**src/rtl/core/identifier_interning_hash_table_macros.svh**
```systemverilog
// assertion macros for the identifier interning hash table
// used by the rtl files that carry concurrent checks; needs clk_i and rst_ni in scope
`ifndef IDENTIFIER_INTERNING_HASH_TABLE_MACROS_SVH
`define IDENTIFIER_INTERNING_HASH_TABLE_MACROS_SVH
`ifndef SYNTHESIS
`define IHT_ASSERT(label, cond) \
  label: assert property (@(posedge clk_i) disable iff (!rst_ni) (cond)) \
    else $error("iht check failed");
`define IHT_ASSERT_NEXT(label, pre, post) \
  label: assert property (@(posedge clk_i) disable iff (!rst_ni) (pre) |=> (post)) \
    else $error("iht check failed");
`else
`define IHT_ASSERT(label, cond)
`define IHT_ASSERT_NEXT(label, pre, post)
`endif
`endif

```
**src/rtl/core/iht_pkg.sv**
```systemverilog
// shared constants, types and codes of the identifier interning hash table
// no dependencies
`default_nettype none
package iht_pkg;
  localparam int StoreDepth = 1024;
  localparam int BucketCount = 64;
  localparam int MaxNameLen = 12;
  localparam int PoolDepth = 256;

  localparam int CharW = 8;
  localparam int LineW = 16;
  localparam int StatusW = 3;
  localparam int StoreAw = $clog2(StoreDepth);
  localparam int FreeW = StoreAw + 1;
  localparam int BucketW = $clog2(BucketCount);
  localparam int PoolAw = $clog2(PoolDepth);
  localparam int LinkW = PoolAw + 1;
  localparam int LenW = $clog2(MaxNameLen + 2);
  localparam int SumW = $clog2(MaxNameLen * 255 + 1);

  typedef enum logic [StatusW-1:0] {
    StAdded    = 3'd0,
    StPresent  = 3'd1,
    StTooLong  = 3'd2,
    StOverflow = 3'd3,
    StPoolFull = 3'd4
  } status_e;

  // one closed identifier handed from front to back
  typedef struct packed {
    logic [MaxNameLen-1:0][CharW-1:0] chars;
    logic [LenW-1:0]                  len;
    logic [SumW-1:0]                  sum;
    logic                             too_long;
    logic [LineW-1:0]                 line;
  } job_t;
endpackage
`default_nettype wire

```
**src/rtl/core/iht_fifo.sv**
```systemverilog
// two-entry job queue between front and back
// depends on iht_pkg
`default_nettype none
module iht_fifo import iht_pkg::*; (
  input  wire logic clk_i,
  input  wire logic rst_ni,
  input  wire logic push_i,
  input  wire job_t data_i,
  output logic      full_o,
  input  wire logic pop_i,
  output job_t      data_o,
  output logic      empty_o
);
  job_t       mem_q [2];
  logic       wr_q, rd_q;
  logic [1:0] cnt_q;

  assign full_o  = cnt_q == 2'd2;
  assign empty_o = cnt_q == 2'd0;
  assign data_o  = mem_q[rd_q];

  always_ff @(posedge clk_i or negedge rst_ni) begin
    if (!rst_ni) begin
      wr_q  <= 1'b0;
      rd_q  <= 1'b0;
      cnt_q <= '0;
    end else begin
      if (push_i) wr_q <= !wr_q;
      if (pop_i) rd_q <= !rd_q;
      cnt_q <= cnt_q + 2'(push_i) - 2'(pop_i);
    end
  end

  always_ff @(posedge clk_i) begin
    if (push_i) begin
      mem_q[wr_q] <= data_i;
    end
  end
endmodule
`default_nettype wire

```
**config.mk**
```make
export PLATFORM = sky130hd
export DESIGN_NAME = iht_fifo
export DESIGN_NICKNAME = d
export VERILOG_FILES = /design/src/rtl/core/identifier_interning_hash_table_macros.svh /design/src/rtl/core/iht_pkg.sv /design/src/rtl/core/iht_fifo.sv
export SDC_FILE = /design/constraint.sdc
export NUM_CORES = 1
export LEC_CHECK = 0
export BUFFER_PORTS_ARGS = -buffer_cell sky130_fd_sc_hd__buf_2
export CAP_MARGIN = 20
export CORE_AREA = 2 2 154 118
export CTS_BUF_LIST = sky130_fd_sc_hd__clkbuf_16
export DETAILED_ROUTE_END_ITERATION = 8
export DIE_AREA = 0 0 156 120
export GPL_TIMING_DRIVEN = 0
export PLACE_DENSITY_LB_ADDON = 0.2
export SLEW_MARGIN = 20
export SYNTH_ARGS = -nofsm -noshare
export SYNTH_HDL_FRONTEND = slang
export SYNTH_SLANG_ARGS = --single-unit
export TNS_END_PERCENT = 5
```
**constraint.sdc**
```tcl
create_clock -name clk_i -period 16.84 [get_ports clk_i]
set_clock_uncertainty 0.05 [all_clocks]
set_input_delay 2.526 -clock clk_i [delete_from_list [all_inputs] [get_ports clk_i]]
set_output_delay 2.526 -clock clk_i [all_outputs]
set_load 0.03 [all_outputs]
```
==> results of run 1 <==
state kept, by name, summed over array words and instances (netlist names):
| signal | count |
|---|---|
| cnt_q | 2 |
| rd_q | 1 |
| wr_q | 1 |
| mem_q | 258 |
cell type report:
type | instances | area (um2) | share of cell area (%)
clock inverter | 15 | 90.1 | 0.749
inverter | 2 | 7.51 | 0.0624
sequential | 262 | 7850 | 65.3
timing repair buffer | 270 | 1490 | 12.4
tap | 220 | 275 | 2.29
buffer | 14 | 135 | 1.12
clock buffer | 25 | 626 | 5.20
multi-input combinational | 138 | 1550 | 12.9
worst max-delay path, cell delays in order (launching register included):
cell and delay [ns]:
dfrtp_1 0.40, buf_4 0.29, buf_6 0.20, mux2_2 0.36, buf_2 0.19
worst min-delay path by stage:
stage          slack, ns  cells after the start               end
3_3_place_gp        0.42                      1  wr_q$_DFFE_PN0P_
6_report            0.50                      1  wr_q$_DFFE_PN0P_
3_5_place_dp        0.49                      1  wr_q$_DFFE_PN0P_
2_1_floorplan       0.41                      1  wr_q$_DFFE_PN0P_
4_1_cts             0.50                      1  wr_q$_DFFE_PN0P_
5_1_grt             0.52                      1  wr_q$_DFFE_PN0P_
layout by cell type (no fill, tap or decap), drive strengths merged:
master  count
inv         5
edfxtp    258
xor2        2
mux2      129
clkinv     11
buf       284
nor2b       2
bufinv      1
nor2        1
clkbuf     25
and2        1
ha          2
xor3        1
dfrtp       4
Yosys cell counts, drive strengths merged:
master,n
and2,1
buf,14
dfrtp,4
edfxtp,258
ha,2
inv,2
mux2,129
nor2,1
nor2b,2
xor2,2
xor3,1
metrics by stage:
step           utilization (%)  power, mW  hold slack [ns]  std cells
2_1_floorplan                -       1.50            0.405        416
3_3_place_gp              64.3       1.72            0.420        899
3_5_place_dp              65.4       1.73            0.490        906
4_1_cts                   69.6       2.23            0.496        946
5_1_grt                   69.6       2.30            0.516        946
6_report                  69.6       2.20            0.497        946
metal layers:
metal	up-vias	GRT usage [%]	part of all wire, %
li1	2251	-	-
met1	2308	23.7	40
met2	194	30.3	47
met3	32	6.93	9.9
met4	2	4.64	2.3
met5	-	0	0.074
cells by family after synthesis:
group | count (synthesis) | share of synthesized area (%)
flops | 262 | 82.3
mux | 129 | 15.2
buf+inv | 16 | 1.50
simple gates | 4 | 0.236
xor+xnor | 3 | 0.433
fa+ha+maj | 2 | 0.262
power by group through the flow:
stage | Combinational, mW | Clock (mW) | Sequential [mW]
2_1_floorplan | 0.583 | 0 | 0.920
3_3_place_gp | 0.780 | 0 | 0.936
6_report | 0.815 | 0.497 | 0.892
4_1_cts | 0.827 | 0.509 | 0.894
5_1_grt | 0.862 | 0.534 | 0.902
3_5_place_dp | 0.822 | 0 | 0.906
==> metrics, run 1 <==
outcome=finished, final reports clean; CTS Buf Count=25; Worst Max-Slew Pin Slew=0.730 ns; endpoints failing setup=0; IO Pins=264; vias per cell=5.06; Post-CTS Setup Bufs=0; Reg-to-Reg End=mem_q[0][83]$_DFFE_PP_; Starting Density=55.1%; clk sinks=262; Final nets=848; Worst setup EP type=primary output; Worst EP arrival=1.94 ns; max_cap viols=0; Setup WS post-layout=12.32 ns; routability cong.=~0.74; post_cts resized=0; DIE AREA=between 0.015 and 0.02 mm2; R2R depth=3; startpoint class of the critical path=register; Clk pin slew, worst setup/hold paths=roughly 0.06 ns; Power Density=183 mW/mm2; reg2reg setup slack=roughly 15 ns; static leakage=4.60 nW; RSZ-0062 raised after global routing=false; Yosys reg bits=262; first-pass GRT wire length=26400 um; # rows=42; CTS HTree Levels=1; top area cells in the synthesized netlist=edfxtp_1 (81%), mux2_2 (15%), buf_6 (1.2%); worst reg2reg path startpoint=wr_q$_DFFE_PN0P_; Final ANT Viol Nets=0; Hold Vio Cnt, Final=0; worst-skew pair later-pin latency=around 0.50 ns; max_slew headroom=51.2%; worst hold path class=reg -> reg; final wirelength=17700 um; worst setup path end=data_o[118]; antenna cells=0; Tot GR Track Use=~19%; Net Sw Frac=34.6%; vias in the first global route=~5.0k; layout cell share with drive strength beyond 1=around three fifths; number of port buffers=263; design area=0.0120 mm2; DP Area=0.0113 mm2; vias=roughly 4.8k; share of power burned in the clock network=22.5%; Int Pwr=1.44 mW; post-synth top area cell=edfxtp_1; Area Overhead vs Synth=26.2%; antenna violations before repair=1; Netlist cell types=13; CTS Root Cell=clkbuf_16; Syn Area/Cell=22.9 um2; Worst VDD drop=0.0000991 V; detailed-router iteration count before antenna repair=4; core box area=0.0173 mm2; Syn Nets=about 550; clock buffer depth=3; pre-CTS WS=around 13 ns; chip width=156 um; Setup CP Type=reg -> out; hold_buf cts=0; critical path peak fanout=10; CTS tree=done; average wire per standard cell=18.7 um; Die Y=120 um; post-synthesis sequential area ratio=82.3%; WP data required=14.26 ns; Seq pwr share=40.5%; area share of the largest cell type after synthesis=81.3%; Max Slew Vio Count=0; largest net degree at the start of global routing=50; P_sw=0.763 mW; Syn Std Cell Area=0.00953 mm2; initial DRC count=200; dpl hpwl=12300 um; Residual DRC=0; combinational share of power=37.0%; post-synthesis cell count=~420; worst hold start=wr_q$_DFFE_PN0P_; GRT Residual Overflow=0; synth warn=0; Period minus WS final=4.52 ns; Final Cycle Share=26.8%; Crit. Startpoint=rd_q$_DFFE_PN0P_; Filler cells=1129; Max Freq=221 MHz; Setup TNS=0 ns
No activity file was read; power rests on OpenSTA's default activity.
==> run 2, diff against run 1 <==
Settings changed: ABC_AREA set to 1, CORE_AREA 2 2 154 118 to 2 2 164 126, DIE_AREA 0 0 156 120 to 0 0 166 128.
Clock period 16.84 ns to 4.5 ns, I/O delays scaled along.
==> metrics, run 2 <==
outcome=finished, final reports clean; vias=between 6k and 7k; Setup CP Type=reg -> out; Inst Count DP=1226; startpoint class of the critical path=register; synth warn=0; Levels on crit path=4; largest net degree at the start of global routing=68; clk sinks=262; CTS Buf Count=26; met2 Use GR=30.0%; antenna violations before repair=3; Yosys reg bits=about 260; synthesized-area fraction occupied by adder cells=0.245%; Worst setup EP type=primary output; Die Y=128 um; Synth Area in Compound Gates=9.63%; post_cts resized=0; cell with the most instances after synthesis=edfxtp_1; antenna cells=0; Buf/Inv on CP=3; pre-CTS WS=1.96 ns; CTS Root Cell=clkbuf_16; detailed-router iteration count before antenna repair=4; most frequent cells in the layout=buf_2 (264), edfxtp_1 (258), inv_1 (138); top area cells in the synthesized netlist=edfxtp_1 (76%), o21ai_2 (7.7%), inv_1 (5.0%); grt met3 use=6.30%; Tot GR Track Use=18.4%; overall power=slightly above 9 mW; most common cell after layout, fill and taps aside=buf_2; worst hold path class=in -> reg; first-pass GRT wire length=30500 um; dominant synthesized flop cell=edfxtp_1; FF/Latch Area=0.00785 mm2; max_cap viols=0; Slowest Stage Delay on Critical Path=0.39 ns; R2R depth=4; max_slew headroom=between 50% and 60%; Period minus WS final=roughly 2.6 ns; Netlist cell types=18; Syn Nets=between 800 and 900; average wire per standard cell=roughly 16 um; Worst EP arrival=approximately 1.8 ns; Worst path slowest cell=clkbuf_1; post-synth top area cell=edfxtp_1; routability cong.=0.731; Max Slew Vio Count=0; Hold Vio Cnt, Final=0; largest family of logic cells by synthesized area=compound AO/OA/AOI/OAI gates; post-synthesis xor/xnor area fraction=0.171%; clock buffer depth=3; met1 Use GR=between 20% and 30%; Worst VDD drop=0.000437 V; Hold Path Depth=1; Setup WS post-layout=1.95 ns; multiplexer share of the synthesized area=0%; Top reg by flops=mem_q; GRT Residual Overflow=0; Power Density=just over 700 mW/mm2; Synth top cells by count=edfxtp_1 (258), inv_1 (136), nand2_1 (125); Post-Synth Simple-Gate Area=5.36%; Clk pin slew, worst setup/hold paths=0.07 ns; post-synthesis cell count=about 700; endpoints failing setup=0; Filler cells=about 1.5k; WP data required=~3.8 ns; core box area=0.0198 mm2; Final Cycle Share=56.7%; Max Freq=392 MHz; number of port buffers=263; IO Pins=264; critical path, cell by cell=buf_6 -> clkbuf_1 -> o21ai_0 -> buf_2; CTS tree=done; Residual DRC=0; Non-Filler Instances=1275; max reg flops=~260; Worst Max-Slew Pin Slew=slightly above 0.7 ns; critical path peak fanout=10; chip width=between 150 and 200 um; initial DRC count=about 360; Final ANT Viol Nets=0; CTS HTree Levels=1; area share of the largest cell type after synthesis=75.8%; GRT busiest layer=met2; largest registers=mem_q: 258 flops, cnt_q: 2 flops; vias per cell=4.74; dpl hpwl=13400 um; CP top delay family=buffers and inverters; worst-skew pair later-pin latency=0.52 ns; asr flop ratio synth=1.53%; Final nets=between 1k and 1.5k; DIE AREA=0.0212 mm2; Worst Hold Slack=about 0.29 ns; Post-synth EDFFs=~260; Syn Std Cell Area=0.0102 mm2; Area Overhead vs Synth=26.2%; vias in the first global route=5769; post-synthesis sequential area ratio=about three quarters; layout cell share with drive strength beyond 1=between 40% and 50%; # rows=45; RSZ-0062 raised after global routing=false; Syn Area/Cell=14.6 um2; final wirelength=19900 um; static leakage=about 5.5 nW; Starting Density=51.7%; Multi-input gate area=around 0.0016 mm2
-- run 2: cell types whose count changed after synthesis, moves of 3 or more --
cell / change
o21ai_0: +30
buf_6: +6
clkbuf_1: +3
buf_4: +6
o21ai_1: +9
nand2_1: +125
nand2_2: +10
inv_1: +134
mux2_2: -129
o21ai_2: +90
-- run 2: where the power goes --
group | switching [mW] | internal [mW]
logic | 2.72 | 1.11
clock network | 0.884 | 1.26
registers | 0.104 | 3.23
total | 3.71 | 5.61
-- run 2: metrics by stage --
| step | instance area [um2] | TNS [ns] | utilization (%) |
|---|---|---|---|
| floorplan | 10200 | 0 | - |
| global placement | 11900 | -99.89 | 60.0 |
| detailed placement | 12000 | 0 | 60.8 |
| CTS | 12900 | 0 | 65.2 |
| global route | 12900 | 0 | 65.2 |
| finish | 12900 | 0 | 65.2 |
-- run 2: area by class of cell --
type / instances / share of cell area [%]
tap: 258 / 2.50
clock inverter: 21 / 1.49
clock buffer: 27 / 5.24
timing repair buffer: 270 / 11.4
buffer: 29 / 2.20
sequential: 262 / 60.9
multi-input combinational: 272 / 12.3
inverter: 136 / 4.02
-- run 2: final timing paths --
path                                          end              from  slack (ns)
setup reg to reg           mem_q[0][74]$_DFFE_PP_  wr_q$_DFFE_PN0P_        2.45
setup / recovery                       data_o[35]  rd_q$_DFFE_PN0P_        1.95
hold reg to reg                  wr_q$_DFFE_PN0P_  wr_q$_DFFE_PN0P_        0.50
hold / removal             mem_q[1][24]$_DFFE_PP_        data_i[24]        0.29
max in group asynchronous      cnt_q[0]$_DFF_PN0_            rst_ni        3.84
min in group asynchronous      cnt_q[1]$_DFF_PN0_            rst_ni        0.42
-- run 2: kinds of logic after synthesis --
group,after synthesis
DFF,262
buffers and inverters,165
and+or+nand+nor,139
AOI/OAI and AO/OA,129
xor gates and xnor gates,2
adders and majority gates,2
-- run 2: timing repair --
action / 4_1_cts / 5_1_grt
endpoints found under the hold margin: 4 / 0
buffers inserted: 0 / 0
hold buffers: 1 / 0
-- run 2: worst reg2reg max path: stages (launching register included) --
cell and delay, ns:
dfrtp_1 0.43, nor2_4 0.58, buf_12 0.27, buf_12 0.21, buf_16 0.20
-- run 2: routing by layer --
metal / vias to the layer above / share of wire (%)
met5: - / 0.21
li1: 2988 / -
met3: 38 / 8.9
met4: 6 / 1.9
met1: 2801 / 42
met2: 207 / 47
==> run 3, diff against run 2 <==
Settings changed: ABC_AREA 1 to 0, CORE_AREA 2 2 164 126 to 2 2 160 123, DIE_AREA 0 0 166 128 to 0 0 162 125.
Clock period 4.5 ns to 2.5 ns, I/O delays scaled along.
==> metrics, run 3 (synthesis results as in run 1) <==
GRT Residual Overflow=0; endpoints failing setup=0; Period minus WS final=~2.3 ns; number of port buffers=263; Hold Vio Cnt, Final=0; Final ANT Viol Nets=0; antenna violations before repair=1; Max Freq=432 MHz; initial DRC count=341; most common cell after layout, fill and taps aside=buf_2; core box area=0.0188 mm2; design area=0.0129 mm2; IO Pins=between 200 and 300; layout cell share with drive strength beyond 1=55.8%; startpoint class of the critical path=register; clk sinks=262; most frequent cells in the layout=buf_2 (266), edfxtp_1 (258), mux2_2 (129); post_cts resized=0; Post-CTS Setup Bufs=0; Clk pin slew, worst setup/hold paths=roughly 0.06 ns; Worst EP arrival=between 1.5 and 2 ns; CTS Buf Count=25; max_slew headroom=50.4%; Worst Max-Slew Pin Slew=0.743 ns; dpl hpwl=12200 um; DIE AREA=0.0203 mm2; DP Area=0.0113 mm2; static leakage=~4.9 nW; hold_buf cts=76; chip width=162 um; Top reg by flops=mem_q; Starting Density=50.6%; outcome=finished, final reports clean; CTS Root Cell=clkbuf_16; worst-skew pair later-pin latency=0.50 ns; largest net degree at the start of global routing=49; clock buffer depth=3; average wire per standard cell=approximately 18 um; CTS HTree Levels=1; WP data required=between 2 and 2.5 ns; Setup TNS=0 ns; final wirelength=about 19000 um; Slowest Stage Delay on Critical Path=0.37 ns; reg2reg setup slack=0.58 ns; max reg flops=258; Final Cycle Share=92.7%; CTS tree=done; largest registers=mem_q: 258 flops, cnt_q: 2 flops; Area Overhead vs Synth=35.2%; Max Slew Vio Count=0; max_cap viols=0; Worst path slowest cell=dfrtp_1; Die Y=125 um; Worst setup EP type=primary output; Final Util=68.5%; # rows=44; Residual DRC=0; Final nets=between 900 and 1k; first-pass GRT wire length=28600 um; critical path, cell by cell=buf_4 -> buf_6 -> mux2_2 -> buf_2; vias in the first global route=~5.4k; detailed-router iteration count before antenna repair=5; critical path peak fanout=10; vias=5196; Worst VDD drop=about 0.00095 V; vias per cell=4.91; RSZ-0062 raised after global routing=false; worst hold path class=in -> reg; routability cong.=0.750; Setup CP Type=reg -> out; Tot GR Track Use=18.1%; Power Density=1180 mW/mm2
[run 3: cell types whose count changed in the layout (fill, tap and decap cells not counted), moves of 9 or more]
cell	delta
nand2_1	-125
nand2_2	-10
mux2_2	+129
dlygate4sd3_1	+76
o21ai_1	-9
inv_1	-132
o21ai_0	-30
o21ai_2	-90
[run 3: final timing paths]
path,startpoint,end,cells past startpoint
max,rd_q$_DFFE_PN0P_,data_o[115],4
min,data_i[0],mem_q[1][0]$_DFFE_PP_,1
max reg2reg,wr_q$_DFFE_PN0P_,mem_q[0][91]$_DFFE_PP_,3
min reg2reg,wr_q$_DFFE_PN0P_,wr_q$_DFFE_PN0P_,1
max in group asynchronous,rst_ni,wr_q$_DFFE_PN0P_,2
min in group asynchronous,rst_ni,rd_q$_DFFE_PN0P_,2
[run 3: report_power, final]
part | switching [mW] | total, mW | internal (mW)
Clock | 1.48 | 3.60 | 2.11
Sequential | 0.186 | 6.00 | 5.82
Combinational | 3.52 | 5.58 | 2.06
Total | 5.18 | 15.2 | 9.99
[run 3: cell type report]
type / instances / area [um2]
antenna: 1 / 2.50
timing repair buffer: 347 / 2250
fill: 1275 / 5940
tap: 253 / 317
clock inverter: 17 / 155
inverter: 2 / 7.51
buffer: 14 / 135
multi-input combinational: 138 / 1550
sequential: 262 / 7850
clock buffer: 25 / 626
[run 3: stage by stage]
step                hold WS, ns  instances  setup slack, ns  total power, mW
finish                   0.0151       1059            0.183             15.2
global route            0.00111       1058            0.106             15.8
CTS                   0.0000814       1057            0.134             15.3
detailed placement        0.139        939            0.444             11.6
global placement          0.136        932            -1.36             11.4
floorplan                0.0294        416           -0.311             10.0
[run 3: critical path: cells and delay by family, from the launching register on]
family	cells	cell delay [ns]
mux	1	0.35
buf+inv	3	0.67
flops	1	0.37
[run 3: per-layer routing]
layer  vias up  wire length (um)  track usage, %
met2       214              8810            29.1
met1      2532              7520            23.8
met5         -                11               0
li1       2411                 -               -
met4         2               602            5.83
met3        37              1720            5.84
