`src/rtl/core/identifier_interning_hash_table_macros.svh`:
```
// assertion macros for the identifier interning hash table
// used by the rtl files that carry concurrent checks; needs clk_i and rst_ni in scope
`ifndef IDENTIFIER_INTERNING_HASH_TABLE_MACROS_SVH
`define IDENTIFIER_INTERNING_HASH_TABLE_MACROS_SVH
`ifndef SYNTHESIS
`define IHT_ASSERT(label, cond) \
  label: assert property (@(posedge clk_i) disable iff (!rst_ni) (cond)) \
    else $error("iht check failed");
`define IHT_ASSERT_NEXT(label, pre, post) \
  label: assert property (@(posedge clk_i) disable iff (!rst_ni) (pre) |=> (post)) \
    else $error("iht check failed");
`else
`define IHT_ASSERT(label, cond)
`define IHT_ASSERT_NEXT(label, pre, post)
`endif
`endif

```
`src/rtl/core/iht_pkg.sv`:
```
// shared constants, types and codes of the identifier interning hash table
// no dependencies
`default_nettype none
package iht_pkg;
  localparam int StoreDepth = 1024;
  localparam int BucketCount = 64;
  localparam int MaxNameLen = 12;
  localparam int PoolDepth = 256;

  localparam int CharW = 8;
  localparam int LineW = 16;
  localparam int StatusW = 3;
  localparam int StoreAw = $clog2(StoreDepth);
  localparam int FreeW = StoreAw + 1;
  localparam int BucketW = $clog2(BucketCount);
  localparam int PoolAw = $clog2(PoolDepth);
  localparam int LinkW = PoolAw + 1;
  localparam int LenW = $clog2(MaxNameLen + 2);
  localparam int SumW = $clog2(MaxNameLen * 255 + 1);

  typedef enum logic [StatusW-1:0] {
    StAdded    = 3'd0,
    StPresent  = 3'd1,
    StTooLong  = 3'd2,
    StOverflow = 3'd3,
    StPoolFull = 3'd4
  } status_e;

  // one closed identifier handed from front to back
  typedef struct packed {
    logic [MaxNameLen-1:0][CharW-1:0] chars;
    logic [LenW-1:0]                  len;
    logic [SumW-1:0]                  sum;
    logic                             too_long;
    logic [LineW-1:0]                 line;
  } job_t;
endpackage
`default_nettype wire

```
`src/rtl/core/iht_front.sv`:
```
// front: gathers characters of one identifier, sums codes, closes a job on the last one
// depends on iht_pkg
`default_nettype none
module iht_front import iht_pkg::*; (
  input  wire logic             clk_i,
  input  wire logic             rst_ni,
  input  wire logic             valid_i,
  output logic                  ready_o,
  input  wire logic [CharW-1:0] char_code_i,
  input  wire logic             is_last_i,
  input  wire logic [LineW-1:0] source_line_i,
  input  wire logic             full_i,
  output logic                  push_o,
  output job_t                  job_o
);
  logic [LenW-1:0]                  len_q, len_d;
  logic [SumW-1:0]                  sum_q, sum_d;
  logic [MaxNameLen-1:0][CharW-1:0] buf_q, buf_d;
  logic                             xfer;

  assign ready_o = !full_i;
  assign xfer    = valid_i && ready_o;

  always_comb begin
    len_d = len_q;
    sum_d = sum_q;
    buf_d = buf_q;
    // length saturates one past the limit
    if (len_q <= LenW'(MaxNameLen)) begin
      len_d = len_q + LenW'(1);
      if (len_d <= LenW'(MaxNameLen)) begin
        buf_d[len_q] = char_code_i;
        sum_d = sum_q + SumW'(char_code_i);
      end
    end
  end

  assign push_o         = xfer && is_last_i;
  assign job_o.chars    = buf_d;
  assign job_o.len      = len_d;
  assign job_o.sum      = sum_d;
  assign job_o.too_long = len_d > LenW'(MaxNameLen);
  assign job_o.line     = source_line_i;

  always_ff @(posedge clk_i or negedge rst_ni) begin
    if (!rst_ni) begin
      len_q <= '0;
      sum_q <= '0;
    end else if (xfer) begin
      if (is_last_i) begin
        len_q <= '0;
        sum_q <= '0;
      end else begin
        len_q <= len_d;
        sum_q <= sum_d;
      end
    end
  end

  always_ff @(posedge clk_i) begin
    if (xfer) begin
      buf_q <= buf_d;
    end
  end
endmodule
`default_nettype wire

```
`config.mk`:
```
export PLATFORM = sky130hd
export DESIGN_NAME = iht_front
export DESIGN_NICKNAME = d
export VERILOG_FILES = /design/src/rtl/core/identifier_interning_hash_table_macros.svh /design/src/rtl/core/iht_pkg.sv /design/src/rtl/core/iht_front.sv
export SDC_FILE = /design/constraint.sdc
export NUM_CORES = 1
export LEC_CHECK = 0
export CAP_MARGIN = 30
export CORE_MARGIN = 3
export CORE_UTILIZATION = 35
export DETAILED_ROUTE_END_ITERATION = 8
export DONT_BUFFER_PORTS = 1
export HOLD_SLACK_MARGIN = 0.12
export PLACE_DENSITY_LB_ADDON = 0.15
export REMOVE_ABC_BUFFERS = 1
export SLEW_MARGIN = 40
export SYNTH_ARGS = -nofsm -noshare
export SYNTH_HDL_FRONTEND = slang
export SYNTH_SLANG_ARGS = --single-unit
```
`constraint.sdc`:
```
create_clock -name clk_i -period 3.6 [get_ports clk_i]
set_clock_uncertainty 0.15 [all_clocks]
set_input_delay 0.18 -clock clk_i [delete_from_list [all_inputs] [get_ports clk_i]]
set_output_delay 0.18 -clock clk_i [all_outputs]
set_load 0.01 [all_outputs]
```
==> metrics.txt, run 1 <==
pre-CTS setup slack=approximately 1.2 ns; Synth Instances=395; synth top area cells=edfxtp_1 52%, mux2_2 19%, dfrtp_1 7.2%, ha_1 2.7%, buf_4 2.3%; cells on worst reg2reg path=5; die height=about 130 um; Hold Vio Cnt, Final=0; Final setup viols=0; first-pass detailed-route iteration total=4; CP max FO=9; hpwl dp=about 9 mm; core area=between 0.015 and 0.02 sq mm; full die area=~0.017 sq mm; Async S/R FF share, synth=between 10% and 20%; Power per Cell Area=555 mW/mm^2; WHS Path Cells=4; status=completed; Starting DRT DRC Count=roughly 140; Slew Viols, Final=0; routed wire length=around 14 mm; WHS Endpoint=sum_q[0]; CP startpoint kind=flip-flop; Max Root-Sink Buffers=2; Internal=roughly 0.0023 W; worst skew pair latency=~0.35 ns; Inserted Clock Buffers=9; GRT Util Overall=between 15 and 20%; fmax=~0.36 GHz; Switch Pwr=around 0.0010 W; Root Driver=clkbuf_16; sequential fraction of design power=a little under half; min-delay worst type=input port to flip-flop; CP Capture Type=output pin; setup ws final=0.834 ns; Clk network pwr share=between 20% and 30%; fin crit period=between 2 and 3 ns; global-route wire length before repair=around 21 mm; Gate power share=between 20% and 30%; starting density of the core=between 30% and 40%; vias per cell=~5.2; Power, Total=0.00335 W; Synth cell types=42; post-synth top area share=roughly half; LEAKAGE=2.15 nW; CTS sink cnt=112; post-route setup TNS=0 ns; worst reg2reg path startpoint=len_q[1]; Top FF cell, synth=edfxtp_1; Worst IR Drop VDD=between 0.3 and 0.4 mV; die width=approximately 130 um; GPL Wtd Cong=roughly 0.8; pin count of the biggest net entering global routing=56; Layout area overhead=8.59%; RSZ-0062 raised after global routing=no; row cnt=45; sequential element share of the synthesized area=between 50% and 60%; Rel. slew slack=around 45%; mean routed wirelength per cell=22.9 um; Final ANT Viol Nets=0; Max Cap Viol=0; vias=3143; layout cells sized above 1=31.4%; Post-synth EDFFs=96; NumNets Final=425; setup slack, reg-to-reg=roughly 1.2 ns; initial antenna violation count=1; Worst Tran Pin Value=0.827 ns; Sw Share=a little under a third; vias in the first global route=around 3200; Mapped Area=between 0.005 and 0.006 sq mm; I/O Pins=160; Reg-to-Reg End=buf_q[40]; area leader, netlist=edfxtp_1; GR Overflow Total=0; CTS clock-pin slew for the worst setup and hold paths=around 0.07 ns; Syn Area/Cell=14.1 sq um; H-tree levels=3; CP Class=flip-flop to output pin; TritonCTS clock tree=done; DRC viols=0; # diodes=0; fin crit share=76.8%; Worst EP required=3.27 ns; worst hold path startpoint=char_code_i[0]; flops & latches, synth=approximately 110; Yosys warnings=0; CP arrival=around 2.4 ns; PortBufs=0
worst max path at each step:
| stage | start | endpoint |
|---|---|---|
| after detailed placement | len_q[0] | job_o[28] |
| after global routing | len_q[0] | job_o[28] |
| after global placement | len_q[0] | job_o[28] |
| final | len_q[0] | job_o[28] |
| after floorplan | full_i | len_q[0] |
| after CTS | len_q[0] | job_o[28] |
per-layer routing:
layer	vias to the layer above	wire length, um	GRT usage, %
met2	122	6160	24.1
met4	0	87	2.63
met3	5	1410	8.59
met1	1581	6060	20.4
li1	1435	-	-
met5	-	0	0
power by group through the flow:
stage | Combinational [W] | Clock [W] | Sequential [W]
global placement | 0.000750 | 0 | 0.00163
global route | 0.000874 | 0.00103 | 0.00163
floorplan | 0.000612 | 0 | 0.00162
detailed placement | 0.000759 | 0 | 0.00164
finish | 0.000786 | 0.000955 | 0.00161
CTS | 0.000801 | 0.000991 | 0.00161
cell usage in the layout (no fill, tap or decap), types with 2 or more instances in the layout:
cell | netlist | layout
buf_4 | 17 | 2
nand3b_1 | 3 | 3
inv_8 | 0 | 2
nand3_1 | 4 | 4
dlygate4sd3_1 | 0 | 10
nor2_1 | 10 | 10
a21o_1 | 2 | 2
edfxtp_1 | 96 | 96
nor3_1 | 2 | 2
dfrtp_1 | 16 | 16
clkinv_4 | 0 | 2
clkbuf_16 | 0 | 9
nand2_1 | 32 | 32
nand4_1 | 2 | 2
xnor2_1 | 9 | 9
o21ai_0 | 12 | 12
mux2_2 | 96 | 96
and2_1 | 4 | 4
o21a_1 | 2 | 2
a22o_1 | 7 | 7
o22ai_1 | 3 | 3
a211oi_1 | 2 | 2
ha_1 | 12 | 12
clkinv_1 | 0 | 2
o21ai_2 | 2 | 2
inv_1 | 7 | 6
and3_1 | 3 | 3
mux2i_1 | 3 | 3
a21oi_1 | 12 | 12
xor2_1 | 3 | 3
state kept, by name, indices dropped and copies added, names as in the netlist:
name / cells
buf_q: 96
sum_q: 12
len_q: 4
area by class of cell:
type                       count  area [sq um]
fill                        1456          9330
sequential                   112          3280
timing repair buffer          14           140
tap                          211           264
inverter                       7          28.8
clock buffer                   9           225
multi-input combinational    239          2050
clock inverter                 7          55.1
critical path, stage by stage, from the launching register on:
cell and delay, ns:
dfrtp_1 0.44, inv_1 0.19, ha_1 0.29, nand2_1 0.15
o221ai_4 0.36, o21ai_2 0.17, nor2_1 0.22, xor2_1 0.27
synth_stat cells, types with 2 or more instances:
master and count:
edfxtp_1 96, mux2_2 96, nand2_1 32, buf_4 17, dfrtp_1 16, clkbuf_1 15, a21oi_1 12, ha_1 12
o21ai_0 12, nor2_1 10, xnor2_1 9, a22o_1 7, inv_1 7, and2_1 4, buf_2 4, nand3_1 4
and3_1 3, mux2i_1 3, nand3b_1 3, o22ai_1 3, xor2_1 3, a211oi_1 2, a21o_1 2, nand4_1 2
nor3_1 2, o21a_1 2, o21ai_2 2
cell families (layout without fill, tap and decap cells):
group	Yosys count	after routing	share of synthesized area (%)
muxes	99	99	20.0
AOI/OAI and AO/OA	51	51	6.41
and+or+nand+nor	64	64	5.46
xor gates and xnor gates	12	12	1.89
DFF	112	112	59.0
buffers and inverters	44	37	4.23
adders and majority gates	13	13	3.06
through the flow:
| step | instances | utilization, % | hold WS, ns | cell area, sq um |
|---|---|---|---|---|
| floorplan | 358 | - | -0.266 | 5360 |
| global placement | 572 | 36.8 | -0.265 | 5660 |
| detailed placement | 572 | 36.8 | -0.265 | 5660 |
| CTS | 598 | 39.3 | 0.146 | 6040 |
| global route | 599 | 39.3 | 0.201 | 6040 |
| finish | 599 | 39.3 | 0.163 | 6040 |
what timing repair did:
action | CTS | global route
setup buffers | 0 | 0
endpoints found under the hold margin | 128 | 16
hold buffers | 10 | 1
resized for setup | 0 | 0
(Power assumes the default switching activity.)
==> inputs of run 2 (changes only) <==
- ABC_AREA: not set -> 1
- clock period: 3.6 -> 2.85 ns (I/O delays scaled with it)
==> run 2 against run 1 <==
  * Clock power is 33% higher
  * Power increased by 30%
  * Synthesized cell count up 47%
  * Worst hold slack lost 0.046 ns
  * Via count is 25% higher
  * Clock-buffer cell count up 1
  * Critical path type unchanged
  * Critical endpoint is now job_o[24]
==> metrics.txt, run 2 <==
area of placed instances=0.00581 sq mm (+2.6%); Max Cap Viol=0 (unchanged); area leader, netlist=edfxtp_1; CP startpoint kind=flip-flop; mean routed wirelength per cell=18.9 um (-18%); Syn Area/Cell=9.75 sq um (-31%); GRT Util Overall=16.6% (+0.70 points); Commonest cells post-synth=187 x nand2_1, 96 x edfxtp_1, 72 x o21ai_0; most common cell after layout, fill and taps aside=nand2_1; Biggest register=buf_q; Worst EP required=2.56 ns (-0.71 ns); Async S/R FF share, synth=14.3% (unchanged); core area=0.0155 sq mm (+1.1%); biggest regs=buf_q x96, sum_q x12, len_q x4; Layout area overhead=10.6%; vias in the first global route=3773 (+17%); layout cells sized above 1=13.9% (-18 points); Worst IR Drop VDD=0.328 mV (+8.3%); GPL Wtd Cong=0.865 (+5.9%); NumNets Final=618 (+45%); Top FF cell, synth=edfxtp_1; multi-input logic area=0.00205 sq mm (+0.12%); sequential element share of the synthesized area=58.0% (-1.0 points); Inserted Clock Buffers=9 (unchanged); Post-synth EDFFs=96 (unchanged); Worst Tran Pin Value=0.762 ns (-0.0658 ns); I/O Pins=160 (unchanged); Yosys warnings=0 (unchanged); Power per Cell Area=697 mW/mm^2 (+26%); global-route wire length before repair=22.5 mm (+8.4%); CP Class=flip-flop to output pin; initial antenna violation count=0 (-1); # diodes=0 (unchanged); CP max FO=9 (unchanged); row cnt=45 (unchanged); CP arrival=2.40 ns (-0.04 ns); vias=3939 (+25%); Slew Viols, Final=0 (unchanged); post-layout util=40.3% (+0.99 points); min-delay worst type=input port to async pin; Rel. slew slack=49.2% (+4.5 points); full die area=0.0177 sq mm (+1.7%); routed wire length=15.0 mm (+9.0%); die height=133 um (+0.85%); pin count of the biggest net entering global routing=101 (+80%); setup slack, reg-to-reg=0.43 ns (-0.74 ns); TritonCTS clock tree=done; Worst path max stage delay=0.43 ns (about the same); first-pass detailed-route iteration total=4 (unchanged); CP Capture Type=output pin; hold_ws=0.117 ns (-0.0465 ns); DRC viols=0 (unchanged); fin area=0.00626 sq mm (+3.6%); status=completed; starting density of the core=36.5% (+0.25 points); most frequent cells in the layout=187 x nand2_1, 96 x edfxtp_1, 72 x o21ai_0, 46 x inv_1, 25 x nand3_1; CTS clock-pin slew for the worst setup and hold paths=0.07 ns (about the same); fin crit share=a little over nine tenths; fin crit period=about 2.7 ns; hpwl dp=10.0 mm (+11%); Synth Instances=581 (+47%); Final setup viols=0 (unchanged); Mapped Area=0.00567 sq mm (+1.8%); post-synth top area share=50.9% (-0.92 points); CP max stage cell=dfrtp_1; FF+latch area=0.00328 sq mm (unchanged); Starting DRT DRC Count=179 (+25%); GR Overflow Total=0 (unchanged); Critical Path, Cell by Cell=inv_1 > ha_2 > nor2_2 > nand2_4 > nand3_4 > nand2_8 > buf_4 > nor2_4 > a31oi_1; H-tree levels=3 (unchanged); Root Driver=clkbuf_16; die width=133 um (+0.85%); Power, Total=0.00436 W (+30%); fmax=0.371 GHz; synth top area cells=edfxtp_1 51%, nand2_1 12%, dfrtp_1 7.1%, o21ai_0 6.4%, inv_1 3.1%; Synth cell types=37 (-12%); Hold Vio Cnt, Final=0 (unchanged); vias per cell=4.97 (-5.2%); fillers=1554 (+6.7%); LEAKAGE=2.66 nW (+23%); Max Root-Sink Buffers=2 (unchanged); worst skew pair latency=0.35 ns (about the same); most instantiated library cell after synthesis=nand2_1; CTS sink cnt=112 (unchanged); Final ANT Viol Nets=0 (unchanged); PortBufs=0 (unchanged); max FFs per register=96 (unchanged); flops & latches, synth=112 (unchanged)
==> run 2: power by group <==
| group | total (W) | internal (W) | switching, W |
|---|---|---|---|
| combinational | 0.00107 | 0.000298 | 0.000775 |
| clock | 0.00127 | 0.000688 | 0.000580 |
| sequential | 0.00202 | 0.00195 | 0.0000752 |
| total | 0.00436 | 0.00293 | 0.00143 |
==> run 2: metal layers <==
metal	vias up	GRT usage (%)	part of all wire [%]
li1	1947	-	-
met1	1849	19.8	41
met2	132	26.1	48
met3	11	8.69	9.8
met4	0	4.91	1.5
met5	-	0	0
==> run 2: worst max-delay path, delay by kind of cell (launching register included) <==
kind / cells / cell delay, ns
and+or+nand+nor: 5 / 0.64
DFF: 1 / 0.43
adders and majority gates: 1 / 0.31
buffers and inverters: 2 / 0.36
AOI/OAI and AO/OA: 1 / 0.29
==> run 2: cell type report <==
type / count / share of cell area, %
clock buffers: 10 / 3.66
clock inverters: 6 / 1.06
inverters: 49 / 2.98
multi-input cells: 382 / 32.7
flip-flops and latches: 112 / 52.4
well taps: 211 / 4.21
repair buffers: 22 / 2.96
==> run 2: path summary, 6_finish.rpt <==
check,start,endpoint,depth (start not counted)
setup reg to reg,len_q[0],buf_q[48],9
hold reg to reg,sum_q[11],sum_q[11],2
min in group clk_i,source_line_i[0],job_o[0],0
setup / recovery,len_q[0],job_o[24],9
hold / removal,rst_ni,sum_q[5],2
max in group asynchronous,rst_ni,sum_q[1],2
==> run 2: cells by family after synthesis <==
| kind of cell | Yosys count | share of synthesized area [%] |
|---|---|---|
| and+or+nand+nor | 249 | 19.8 |
| adders and majority gates | 13 | 3.00 |
| AOI/OAI and AO/OA | 115 | 11.0 |
| buffers and inverters | 89 | 7.82 |
| xor gates and xnor gates | 3 | 0.464 |
| DFF | 112 | 58.0 |
==> run 2: what timing repair did <==
action | CTS | global route
resized for setup | 0 | 21
endpoints found under the hold margin | 26 | 16
hold buffers | 4 | 1
buffers inserted | 0 | 1
setup endpoints to repair | 0 | 24
==> run 2: per-stage QoR <==
stage	setup slack [ns]	setup TNS [ns]	cells
after floorplan	-0.235	-23.19	541
after global placement	0.410	0	768
after detailed placement	0.321	0	768
after CTS	0.0168	0	788
after global routing	-0.00142	-0.00142	792
final	0.155	0	792
==> inputs of run 3 (changes only) <==
- PLACE_DENSITY: not set -> 0.53
- PLACE_DENSITY_LB_ADDON: 0.15 -> not set
==> run 3 against run 2 <==
  * Clock-buffer cell count unchanged
  * Routed wire length is 2.1% higher
  * Die area did not move
==> metrics.txt, run 3 (synthesis gave the netlist of run 2 again) <==
Starting DRT DRC Count=299 (+67%); Hold Vio Cnt, Final=0 (unchanged); Worst IR Drop VDD=0.369 mV (+12%); status=completed; pin count of the biggest net entering global routing=101 (unchanged); Layout area overhead=10.9%; CTS sink cnt=112 (unchanged); Worst EP required=2.56 ns (about the same); worst skew pair latency=0.35 ns (about the same); fmax=0.370 GHz (-0.20%); die width=133 um (unchanged); first-pass detailed-route iteration total=5 (+1); mean routed wirelength per cell=19.1 um (+0.95%); most frequent cells in the layout=187 x nand2_1, 96 x edfxtp_1, 72 x o21ai_0, 46 x inv_1, 27 x buf_4; initial antenna violation count=0 (unchanged); LEAKAGE=2.70 nW (+1.7%); biggest regs=buf_q x96, sum_q x12, len_q x4; hold_ws=0.135 ns (+0.0186 ns); Placed Cells=780 (+1.6%); core area=0.0155 sq mm (unchanged); fin crit share=94.8% (+0.19 points); vias per cell=4.99 (+0.28%); max FFs per register=96 (unchanged); CP arrival=2.41 ns (about the same); Max Root-Sink Buffers=2 (unchanged); global-route wire length before repair=23.5 mm (+4.1%); GPL Wtd Cong=0.904 (+4.5%); vias=3995 (+1.4%); Biggest register=buf_q; Power per Cell Area=711 mW/mm^2 (+2.0%); GR Overflow Total=0 (unchanged); CP startpoint kind=flip-flop; CP max FO=16 (+7); cells on worst reg2reg path=8 (-1); most common cell after layout, fill and taps aside=nand2_1; fin cells=801 (+1.1%); I/O Pins=160 (unchanged); layout cells sized above 1=13.2% (-0.72 points); Inserted Clock Buffers=9 (unchanged); Final setup viols=0 (unchanged); DRC viols=0 (unchanged); row cnt=45 (unchanged); vias in the first global route=3972 (+5.3%); Rel. slew slack=53.6% (+4.4 points); RSZ-0062 raised after global routing=yes; CP Capture Type=output pin; starting density of the core=36.5% (unchanged); CP max stage cell=dfrtp_1; NumNets Final=628 (+1.6%); CTS clock-pin slew for the worst setup and hold paths=0.07 ns (about the same); Power, Total=0.00447 W (+2.3%); routed wire length=15.3 mm (+2.1%); min-delay worst type=input port to async pin; H-tree levels=3 (unchanged); Worst Tran Pin Value=0.695 ns (-0.0663 ns); post-layout util=40.4% (+0.12 points); Most common cell on crit path=nand3_4; GRT Util Overall=17.2% (+0.62 points); Final ANT Viol Nets=0 (unchanged); Worst path max stage delay=0.43 ns (about the same); fin crit period=2.70 ns (+0.00552 ns); TritonCTS clock tree=done; Root Driver=clkbuf_16; Slew Viols, Final=0 (unchanged); Max Cap Viol=0 (unchanged); hpwl dp=10.2 mm (+2.2%); CP Class=flip-flop to output pin; Critical Path, Cell by Cell=inv_1 > ha_1 > nor2_2 > nand2_4 > nand3_4 > nand2_8 > nand3_4 > o21ai_1; die height=133 um (unchanged); # diodes=0 (unchanged); full die area=0.0177 sq mm (unchanged); PortBufs=0 (unchanged)
==> run 3: cell types whose count changed in the layout (fill, tap and decap cells not counted), sizes merged <==
cell | before | now
buf | 18 | 29
clkinv | 3 | 0
bufinv | 1 | 2
inv | 51 | 52
nand3 | 33 | 32
==> run 3: worst paths after layout <==
kind                             end  slack (ns)        startpoint
max in group asynchronous   sum_q[9]        2.10            rst_ni
min in group clk_i          job_o[0]        0.14  source_line_i[0]
hold reg to reg             sum_q[5]        0.37          sum_q[5]
hold / removal              sum_q[8]        0.14            rst_ni
setup / recovery           job_o[68]        0.15          len_q[0]
setup reg to reg           buf_q[45]        0.42          len_q[0]
==> run 3: routing by layer <==
metal / GRT usage, % / share of wire [%] / up-vias / wire, um
li1: - / - / 1959 / -
met1: 22.3 / 42 / 1841 / 6480
met2: 25.8 / 45 / 176 / 6940
met3: 7.18 / 9.9 / 19 / 1520
met4: 6.29 / 2.2 / 0 / 329
met5: 0 / 0 / - / 0
==> run 3: cell type report <==
class                           instances  area, sq um
Fill cell                            1546         9260
Clock inverter                          5         86.3
Sequential cell                       112         3280
Timing Repair Buffer                   33          268
Inverter                               49          186
Tap cell                              211          264
Multi-Input combinational cell        381         1970
Clock buffer                           10          229
==> run 3: stage by stage <==
| step | setup slack, ns | TNS (ns) | area (sq um) |
|---|---|---|---|
| 2_1_floorplan | -0.235 | -23.19 | 5410 |
| 3_3_place_gp | 0.485 | 0 | 5900 |
| 3_5_place_dp | 0.373 | 0 | 5900 |
| 4_1_cts | 0.0635 | 0 | 6250 |
| 5_1_grt | -0.0393 | -0.449 | 6280 |
| 6_report | 0.149 | 0 | 6280 |
==> run 3: report_power, final <==
part | leakage, nW | internal, W | switching, W | total [W]
logic | 1.43 | 0.000311 | 0.000772 | 0.00108
registers | 1.12 | 0.00195 | 0.0000782 | 0.00203
clock network | 0.154 | 0.000776 | 0.000580 | 0.00136
==> run 3: critical path, delay by kind of cell (launching register included) <==
| kind | cells | cell delay, ns |
|---|---|---|
| buf+inv | 1 | 0.17 |
| flops | 1 | 0.43 |
| simple gates | 5 | 0.81 |
| fa+ha+maj | 1 | 0.29 |
| compound gates | 1 | 0.35 |
==> run 3: repair_timing <==
action / CTS / global route
resized for setup: 0 / 4
endpoints found under the setup margin: 0 / 24
hold buffers: 4 / 1
endpoints found under the hold margin: 26 / 16
setup buffers: 0 / 0
